**config.mk**
```make
export PLATFORM = sky130hd
export DESIGN_NAME = frb_ctrl
export DESIGN_NICKNAME = d
export VERILOG_FILES = /design/src/sv/frb_pkg.sv /design/src/sv/frb_ctrl.sv
export SDC_FILE = /design/constraint.sdc
export NUM_CORES = 1
export LEC_CHECK = 0
export BUFFER_PORTS_ARGS = -buffer_cell sky130_fd_sc_hd__buf_2
export CAP_MARGIN = 0
export CORE_MARGIN = 8
export CORE_UTILIZATION = 50
export CTS_CLUSTER_DIAMETER = 60
export DETAILED_ROUTE_END_ITERATION = 6
export PLACE_DENSITY_LB_ADDON = 0.2
export SYNTH_ARGS = -nofsm -noshare
export SYNTH_HDL_FRONTEND = slang
export SYNTH_SLANG_ARGS = --single-unit
```
**constraint.sdc**
```tcl
create_clock -name i_clk -period 4.4 [get_ports i_clk]
set_input_delay 0.22 -clock i_clk [delete_from_list [all_inputs] [get_ports i_clk]]
set_output_delay 0.22 -clock i_clk [all_outputs]
set_load 0.05 [all_outputs]
```
**src/sv/frb_pkg.sv**
```systemverilog
// Shared types, codes and constants of the flat-bottom restraint block.
package frb_pkg;

    // Fraction bits of coordinates, force, energy and virial.
    localparam int FRAC_BITS = 20;
    // Fraction bits of the spring constant.
    localparam int K_FRAC = 12;
    // Number of low atom index bits that are passed through.
    localparam int INDEX_BITS = 24;
    // Two radicand bits per square root step over a 68-bit padded radicand.
    localparam int SQRT_STEPS = 34;
    // One quotient bit per divide step over the 102-bit numerator.
    localparam int DIV_STEPS = 102;
    localparam int CNT_W = 7;

    typedef struct packed {
        logic [23:0]        atom_index;
        logic signed [31:0] pos_x;
        logic signed [31:0] pos_y;
        logic signed [31:0] pos_z;
        logic signed [31:0] ref_x;
        logic signed [31:0] ref_y;
        logic signed [31:0] ref_z;
        logic [31:0]        spring_constant;
        logic signed [31:0] radius;
        logic [2:0]         geometry;
        logic               last_restraint;
    } t_in;

    typedef struct packed {
        logic [23:0]        atom_out;
        logic signed [63:0] force_x;
        logic signed [63:0] force_y;
        logic signed [63:0] force_z;
        logic [62:0]        item_energy;
        logic [62:0]        total_energy;
        logic signed [63:0] virial_xx;
        logic signed [63:0] virial_yy;
        logic signed [63:0] virial_zz;
    } t_out;

    typedef enum logic [4:0] {
        ST_IDLE, ST_CLASS, ST_SQ, ST_MUL_LO, ST_MUL_HI, ST_SQ_ADD, ST_RR, ST_RR_SET,
        ST_SPH_CHK, ST_SQRT, ST_EMAG, ST_EN_A, ST_EN_B, ST_EN_SET, ST_SK, ST_SK_SET,
        ST_F_A, ST_F_B, ST_DIV_INIT, ST_DIV, ST_F_SET, ST_VIR, ST_VIR_SET, ST_DONE
    } t_state;

    typedef enum logic [4:0] {
        OP_NONE, OP_LOAD, OP_MLOAD, OP_MLO, OP_MHI, OP_ADD_DR2, OP_SET_RFB2,
        OP_SQRT_INIT, OP_SQRT_STEP, OP_EMAG_SPH, OP_EMAG_SLAB, OP_SET_EN,
        OP_SET_F_SLAB, OP_DIV_INIT, OP_DIV_STEP, OP_SET_F_DIV, OP_SET_VIR, OP_EMIT
    } t_op;

    // Operand pairs that the shared multiplier can be loaded with.
    typedef enum logic [2:0] {
        MS_EE, MS_ACCK, MS_EDX, MS_FDX, MS_DXDX, MS_RR, MS_EK
    } t_msel;

    typedef struct packed {
        t_op        op;
        t_msel      msel;
        logic [1:0] m;
    } t_cmd;

    typedef struct packed {
        logic is_sph;
        logic is_slab;
        logic slab_hit;
        logic sph_hit;
        logic m_is_axis;
    } t_status;

endpackage

```
**src/sv/frb_ctrl.sv**
```systemverilog
// Sequencer that steps the restraint datapath through one item.
module frb_ctrl (
    input  logic             i_clk,
    input  logic             i_rst_n,
    input  logic             i_in_valid,
    output logic             o_in_ready,
    output logic             o_out_valid,
    input  logic             i_out_ready,
    input  frb_pkg::t_status i_status,
    output frb_pkg::t_cmd    o_cmd
);

    frb_pkg::t_state             r_state, n_state, r_after, n_after;
    logic [1:0]                  r_m, n_m;
    logic [frb_pkg::CNT_W-1:0]   r_cnt, n_cnt;
    logic                        r_ovalid, n_ovalid;

    always_ff @(posedge i_clk) begin
        if (!i_rst_n) begin
            r_state  <= frb_pkg::ST_IDLE;
            r_after  <= frb_pkg::ST_IDLE;
            r_m      <= '0;
            r_cnt    <= '0;
            r_ovalid <= 1'b0;
        end else begin
            r_state  <= n_state;
            r_after  <= n_after;
            r_m      <= n_m;
            r_cnt    <= n_cnt;
            r_ovalid <= n_ovalid;
        end
    end

    always_comb begin
        n_state    = r_state;
        n_after    = r_after;
        n_m        = r_m;
        n_cnt      = r_cnt;
        n_ovalid   = r_ovalid;
        o_in_ready = 1'b0;
        o_cmd.op   = frb_pkg::OP_NONE;
        o_cmd.msel = frb_pkg::MS_EE;
        o_cmd.m    = r_m;
        if (r_ovalid && i_out_ready) begin
            n_ovalid = 1'b0;
        end
        unique case (r_state)
            frb_pkg::ST_IDLE: begin
                o_in_ready = 1'b1;
                if (i_in_valid) begin
                    o_cmd.op = frb_pkg::OP_LOAD;
                    n_state  = frb_pkg::ST_CLASS;
                end
            end
            frb_pkg::ST_CLASS: begin
                n_m = 2'd0;
                if (i_status.is_sph) begin
                    n_state = frb_pkg::ST_SQ;
                end else if (i_status.slab_hit) begin
                    o_cmd.op = frb_pkg::OP_EMAG_SLAB;
                    n_state  = frb_pkg::ST_EN_A;
                end else begin
                    n_state = frb_pkg::ST_VIR;
                end
            end
            frb_pkg::ST_SQ: begin
                o_cmd.op   = frb_pkg::OP_MLOAD;
                o_cmd.msel = frb_pkg::MS_DXDX;
                n_after    = frb_pkg::ST_SQ_ADD;
                n_state    = frb_pkg::ST_MUL_LO;
            end
            frb_pkg::ST_MUL_LO: begin
                o_cmd.op = frb_pkg::OP_MLO;
                n_state  = frb_pkg::ST_MUL_HI;
            end
            frb_pkg::ST_MUL_HI: begin
                o_cmd.op = frb_pkg::OP_MHI;
                n_state  = r_after;
            end
            frb_pkg::ST_SQ_ADD: begin
                o_cmd.op = frb_pkg::OP_ADD_DR2;
                if (r_m == 2'd2) begin
                    n_state = frb_pkg::ST_RR;
                end else begin
                    n_m     = r_m + 2'd1;
                    n_state = frb_pkg::ST_SQ;
                end
            end
            frb_pkg::ST_RR: begin
                o_cmd.op   = frb_pkg::OP_MLOAD;
                o_cmd.msel = frb_pkg::MS_RR;
                n_after    = frb_pkg::ST_RR_SET;
                n_state    = frb_pkg::ST_MUL_LO;
            end
            frb_pkg::ST_RR_SET: begin
                o_cmd.op = frb_pkg::OP_SET_RFB2;
                n_state  = frb_pkg::ST_SPH_CHK;
            end
            frb_pkg::ST_SPH_CHK: begin
                n_cnt = '0;
                n_m   = 2'd0;
                if (i_status.sph_hit) begin
                    o_cmd.op = frb_pkg::OP_SQRT_INIT;
                    n_state  = frb_pkg::ST_SQRT;
                end else begin
                    n_state = frb_pkg::ST_VIR;
                end
            end
            frb_pkg::ST_SQRT: begin
                o_cmd.op = frb_pkg::OP_SQRT_STEP;
                if (r_cnt == frb_pkg::CNT_W'(frb_pkg::SQRT_STEPS - 1)) begin
                    n_state = frb_pkg::ST_EMAG;
                end else begin
                    n_cnt = r_cnt + 1'b1;
                end
            end
            frb_pkg::ST_EMAG: begin
                o_cmd.op = frb_pkg::OP_EMAG_SPH;
                n_state  = frb_pkg::ST_EN_A;
            end
            frb_pkg::ST_EN_A: begin
                o_cmd.op   = frb_pkg::OP_MLOAD;
                o_cmd.msel = frb_pkg::MS_EE;
                n_after    = frb_pkg::ST_EN_B;
                n_state    = frb_pkg::ST_MUL_LO;
            end
            frb_pkg::ST_EN_B: begin
                o_cmd.op   = frb_pkg::OP_MLOAD;
                o_cmd.msel = frb_pkg::MS_ACCK;
                n_after    = frb_pkg::ST_EN_SET;
                n_state    = frb_pkg::ST_MUL_LO;
            end
            frb_pkg::ST_EN_SET: begin
                o_cmd.op = frb_pkg::OP_SET_EN;
                n_m      = 2'd0;
                if (i_status.is_slab) begin
                    n_state = frb_pkg::ST_SK;
                end else begin
                    n_state = frb_pkg::ST_F_A;
                end
            end
            frb_pkg::ST_SK: begin
                o_cmd.op   = frb_pkg::OP_MLOAD;
                o_cmd.msel = frb_pkg::MS_EK;
                n_after    = frb_pkg::ST_SK_SET;
                n_state    = frb_pkg::ST_MUL_LO;
            end
            frb_pkg::ST_SK_SET: begin
                o_cmd.op = frb_pkg::OP_SET_F_SLAB;
                n_m      = 2'd0;
                n_state  = frb_pkg::ST_VIR;
            end
            frb_pkg::ST_F_A: begin
                if (i_status.m_is_axis) begin
                    if (r_m == 2'd2) begin
                        n_m     = 2'd0;
                        n_state = frb_pkg::ST_VIR;
                    end else begin
                        n_m = r_m + 2'd1;
                    end
                end else begin
                    o_cmd.op   = frb_pkg::OP_MLOAD;
                    o_cmd.msel = frb_pkg::MS_EDX;
                    n_after    = frb_pkg::ST_F_B;
                    n_state    = frb_pkg::ST_MUL_LO;
                end
            end
            frb_pkg::ST_F_B: begin
                o_cmd.op   = frb_pkg::OP_MLOAD;
                o_cmd.msel = frb_pkg::MS_ACCK;
                n_after    = frb_pkg::ST_DIV_INIT;
                n_state    = frb_pkg::ST_MUL_LO;
            end
            frb_pkg::ST_DIV_INIT: begin
                o_cmd.op = frb_pkg::OP_DIV_INIT;
                n_cnt    = '0;
                n_state  = frb_pkg::ST_DIV;
            end
            frb_pkg::ST_DIV: begin
                o_cmd.op = frb_pkg::OP_DIV_STEP;
                if (r_cnt == frb_pkg::CNT_W'(frb_pkg::DIV_STEPS - 1)) begin
                    n_state = frb_pkg::ST_F_SET;
                end else begin
                    n_cnt = r_cnt + 1'b1;
                end
            end
            frb_pkg::ST_F_SET: begin
                o_cmd.op = frb_pkg::OP_SET_F_DIV;
                if (r_m == 2'd2) begin
                    n_m     = 2'd0;
                    n_state = frb_pkg::ST_VIR;
                end else begin
                    n_m     = r_m + 2'd1;
                    n_state = frb_pkg::ST_F_A;
                end
            end
            frb_pkg::ST_VIR: begin
                o_cmd.op   = frb_pkg::OP_MLOAD;
                o_cmd.msel = frb_pkg::MS_FDX;
                n_after    = frb_pkg::ST_VIR_SET;
                n_state    = frb_pkg::ST_MUL_LO;
            end
            frb_pkg::ST_VIR_SET: begin
                o_cmd.op = frb_pkg::OP_SET_VIR;
                if (r_m == 2'd2) begin
                    n_state = frb_pkg::ST_DONE;
                end else begin
                    n_m     = r_m + 2'd1;
                    n_state = frb_pkg::ST_VIR;
                end
            end
            frb_pkg::ST_DONE: begin
                if (!r_ovalid || i_out_ready) begin
                    o_cmd.op = frb_pkg::OP_EMIT;
                    n_ovalid = 1'b1;
                    n_state  = frb_pkg::ST_IDLE;
                end
            end
            default: begin
                n_state = frb_pkg::ST_IDLE;
            end
        endcase
    end

    assign o_out_valid = r_ovalid;

endmodule

```
---- Word-level counts from Yosys, hierarchy flattened ----
Cells that the tools add are included.
cells by class
  add/sub/neg operators ................... 2
  $mul .................................... 0
  divide/modulo/power cells ............... 0
  magnitude comparators ................... 0
  eq/ne operators ......................... 36
  shift operators ......................... 0
  muxes and demuxes ....................... 35
  bitwise gates (word level) .............. 0
  reductions and logical operators ........ 16
operators with widths
  kind                                           count
  case mux 5 bit (18 select lines)               2
  2-to-1 mux 5 bit                               13
  == test 5 x 4 -> 1 bit, second input constant  8
  == test 5 bit, second input constant           8
  case mux 5 bit (8 select lines)                1
  case mux 7 bit (3 select lines)                1
  == test 5 x 3 -> 1 bit, second input constant  4
  inequality test 2 bit, second input constant   9
  case mux 3 bit (6 select lines)                1
  2-to-1 mux 7 bit                               2
  == test 5 x 2 -> 1 bit, second input constant  2
  2-to-1 mux 3 bit                               3
  2-to-1 mux 2 bit                               4
  2-to-1 mux 4 bit                               2
  case mux 2 bit (4 select lines)                1
  nonzero test 8 bit                             1
  adder 7 x 1 -> 7 bit, second input constant    1
  == test 7 x 6 -> 1 bit, second input constant  1
  == test 7 bit, second input constant           1
  OR reduction 7 bit                             1
  AND reduction 3 bit                            2
  OR reduction 2 bit                             3
  == test 5 x 1 -> 1 bit, second input constant  1
  zero test 5 bit                                1
  other kinds (12)                               16
storage, ports and cells
  flip-flop bits (word level) ............. 20
  latch bits .............................. 0
  bits in writable memories ............... 0
  ROM bits ................................ 0
  bits of input ports ..................... 9
  output and inout bits ................... 12
  memories kept ........................... 0

---- Logic depth before layout (Yosys ltp) ----
  word-level depth ........................ 4
  depth in mapped cells ................... 8
  depth with buffers taken out ............ 7

---- Worst setup path before layout ----
OpenSTA, ideal clock, no wires.
  path kind ............................... register -> output
  start point ............................. register r_state[2]
  end point ............................... output o_cmd[3] (netlist name)
  arrival time ............................ 2.269 ns
  setup slack ............................. 1.911 ns
  cell stages (with the launch flop) ...... 7
  buffers on the path ..................... 3
  path through ............................ dfxtp_1 -> buf_2 -> buf_2 -> buf_2 -> nor3_1 -> a21oi_1 -> o32ai_1
RTL lines
  what                    RTL line        source
  start, declared         frb_ctrl.sv:13  frb_pkg::t_state r_state, n_state, r_after, n_after;
  start signal, assigned  frb_ctrl.sv:20  r_state <= frb_pkg::ST_IDLE;
  start signal, assigned  frb_ctrl.sv:26  r_state <= n_state;
  end, declared           frb_ctrl.sv:10  output frb_pkg::t_cmd o_cmd

==> results by group <==
Worst setup path
  – CP Depth: 5
  – Worst path cell trace: clkinv_1 > nor4b_1 > nand2_1 > o2111ai_1 > buf_2
  – CP max FO: 11
  – Worst Setup SP: r_state[0]$_SDFFE_PN0P_
  – Top delay family on crit path: simple AND/OR/NAND/NOR gates
  – Largest stage delay on the critical path: 0.61 ns
  – R2r startpoint: r_state[1]$_SDFFE_PN0P_
  – Worst EP required: 4.18 ns
  – R2R setup slack: around 2.0 ns
  – Crit path DAT: 2.32 ns
  – Reg2Reg Depth: 6
  – Reg2Reg Capture Point: r_cnt[0]$_SDFFE_PN0P_
  – Buf/Inv on CP: 2
  – CP startpoint kind: register
  – Critical-path top delay cell: nor4b_1
  – CP Class: reg2out
  – Kind of end point of the critical path: output pin

Flow run
  – Max_cap viols: 0

Die
  – Die Wd: about 78 um
  – Initial core utilization: 52.3%
  – Die height: 78.1 um
  – Die area: 6110 um2
  – Core area: 3690 um2
  – Core Rows: 22
  – Ports: 21

STA
  – Fin. max-slew vios: 0
  – Max Clk Rate: 0.393 GHz
  – Worst-Margin Slew: 0.908 ns
  – Period utilisation layout: 57.8%
  – Final min period: 2.54 ns
  – Final Skew: 0.00880 ns
  – Final Hold Vio Count: 0
  – Worst slew margin: 38.9%
  – RSZ-0062 raised after global routing: no
  – Post-route setup TNS: 0 ns
  – Final setup fails: 0

Clock tree
  – Clock root cell: clkbuf_8
  – # H-tree levels: 1
  – Deepest clock path buffer count: 2
  – TritonCTS Buffers: 3
  – Reg clk slew, reported paths: 0.08 ns
  – Post-cts sizing count: 0
  – Worst-skew pair later-pin latency: 0.27 ns
  – # Post-CTS Setup Buffers: 0
  – CTS tree: built
  – Clk sinks: 20
  – Post-CTS Hold Buffers: 0

Drt
  – DRT iter0 DRCs: approximately 340
  – Post-route DRC: 0
  – Vias/cell: 6.52
  – DRT Pass-1 Iters: 6
  – Total Wirelength: 5490 um
  – Via count: slightly above 2000
  – Final antenna-violating net count: 0
  – Drt wl/cell: around 17 um

Layout
  – Layout Cells excl Fill: between 300 and 400
  – ANT cells: 0
  – Total Nets Final: 286
  – Area Overhead vs Synth: 6.16%
  – Layout cells sized above 1: 15.5%

Synth
  – Post-synth top flop: dfxtp_1
  – Synth Register Bits: 20
  – EDFF count, synth: 0
  – Synth unique cells: 64
  – Syn nets: approximately 280
  – Warning count from the yosys run: 0
  – Sequential element share of the synthesized area: 20.7%
  – Post-synth ARST share: 0%
  – Cells after Synth: 262
  – Area of the mapped netlist: 1930 um2
  – Mean Syn Cell Area: approximately 7.4 um2

Global routing
  – Largest net degree at the start of global routing: 38
  – GRT Total Usage: 17.9%
  – Vias in the first global route: 1846
  – First-pass GRT wire length: 9190 um
  – Global route total overflow: 0
  – Initial antenna violation count: 0

Min path
  – Hold Crit Class: in2reg
  – Hold path depth: 3
  – Hold wc startpoint: i_out_ready
  – Hold path endpoint: o_out_valid$_SDFF_PN0_

Power and ir drop
  – Leakage Power: 0.761 nW
  – Worst IR Drop VDD: 0.228 mV
  – Power Dens Cells: 670 nW/um2

Placed design
  – Post-DP HPWL: 3980 um
  – Inst Count DP: 315
  – Final Wtd Congestion: 0.982
  – PortBufs: 20

Outcome
  – Status: finished, final reports clean
[layout by cell type (no fill, tap or decap), types with 8 or more instances in the layout]
master,count
a21oi_1,23
buf_2,20
dfxtp_1,20
inv_1,9
nand2_1,21
nand3_1,8
nor2_1,23
nor2b_1,12
nor3_1,8
o21ai_0,20
[cell usage after synthesis, types with 3 or more instances]
| cell type | number | area share [%] |
|---|---|---|
| nand2b_1 | 5 | 1.6 |
| nand2_1 | 21 | 4.1 |
| a211oi_1 | 7 | 2.7 |
| buf_2 | 11 | 2.9 |
| a32oi_1 | 3 | 1.4 |
| dfxtp_1 | 20 | 21 |
| nor2b_1 | 12 | 3.9 |
| and3_1 | 4 | 1.3 |
| buf_4 | 3 | 1.2 |
| nand4_1 | 3 | 0.97 |
| clkbuf_8 | 5 | 3.6 |
| o2111ai_1 | 3 | 1.4 |
| nor2_1 | 23 | 4.5 |
| nor3_1 | 8 | 2.1 |
| a21oi_1 | 23 | 6.0 |
| o21ai_0 | 20 | 5.2 |
| nand3_1 | 8 | 2.1 |
| xor2_1 | 4 | 1.8 |
| inv_1 | 9 | 1.7 |
| or3_1 | 4 | 1.3 |
| a31oi_1 | 7 | 2.3 |
| o32ai_1 | 4 | 1.8 |
| ha_1 | 5 | 3.2 |
[registers in the layout (all words and copies together), names as in the netlist]
register / count
o_out_valid: 1
r_cnt: 7
r_state: 5
r_after: 5
r_m: 2
[worst min-delay path: stages]
cell	delay, ns
buf_2	0.09
or2b_2	0.12
a21oi_1	0.06
[area by class of cell]
class,count,area (um2)
inverter,11,41.3
clock inverter,1,30.0
tap,48,60.1
sequential,20,400
clock buffer,3,41.3
multi-input combinational,211,1340
timing repair buffer,25,138
fill,377,1640
[layer usage]
| metal | routed length [um] | up-vias | part of all wire (%) | track usage (%) |
|---|---|---|---|---|
| met4 | 194 | 0 | 3.5 | 9.44 |
| met5 | 0 | - | 0 | 0 |
| met1 | 2370 | 946 | 43 | 23.5 |
| met3 | 455 | 23 | 8.3 | 3.64 |
| li1 | - | 1000 | - | - |
| met2 | 2470 | 110 | 45 | 26.9 |
[worst max-delay path by stage]
stage and end:
2_1_floorplan o_cmd[3], 3_3_place_gp r_cnt[4]$_SDFFE_PN0P_, 3_5_place_dp r_cnt[0]$_SDFFE_PN0P_, 4_1_cts o_cmd[6]
5_1_grt o_cmd[6], 6_report o_cmd[6]
[cell families after synthesis]
kind of cell	Yosys count	share of synthesized area, %
AOI/OAI and AO/OA	97	34.2
xor gates and xnor gates	6	2.72
adders and majority gates	5	3.24
buffers and inverters	31	9.92
DFF	20	20.7
muxes	1	0.518
and+or+nand+nor	102	28.6
[metrics by stage]
stage	util (%)	hold WS [ns]	worst slack, ns	power, mW	instance area [um2]
floorplan	-	0.414	1.91	1.02	1930
global placement	53.6	0.450	2.11	1.17	1980
detailed placement	53.6	0.454	2.07	1.17	1980
CTS	55.6	0.266	1.91	1.36	2050
global route	55.6	0.276	1.67	1.47	2050
finish	55.6	0.267	1.86	1.37	2050
[power breakdown]
group	total, mW	switching [mW]	internal, mW
sequential	0.273	0.0501	0.223
clock	0.189	0.0674	0.122
combinational	0.911	0.620	0.291
Note: power is estimated with default switching activity, not from simulation.
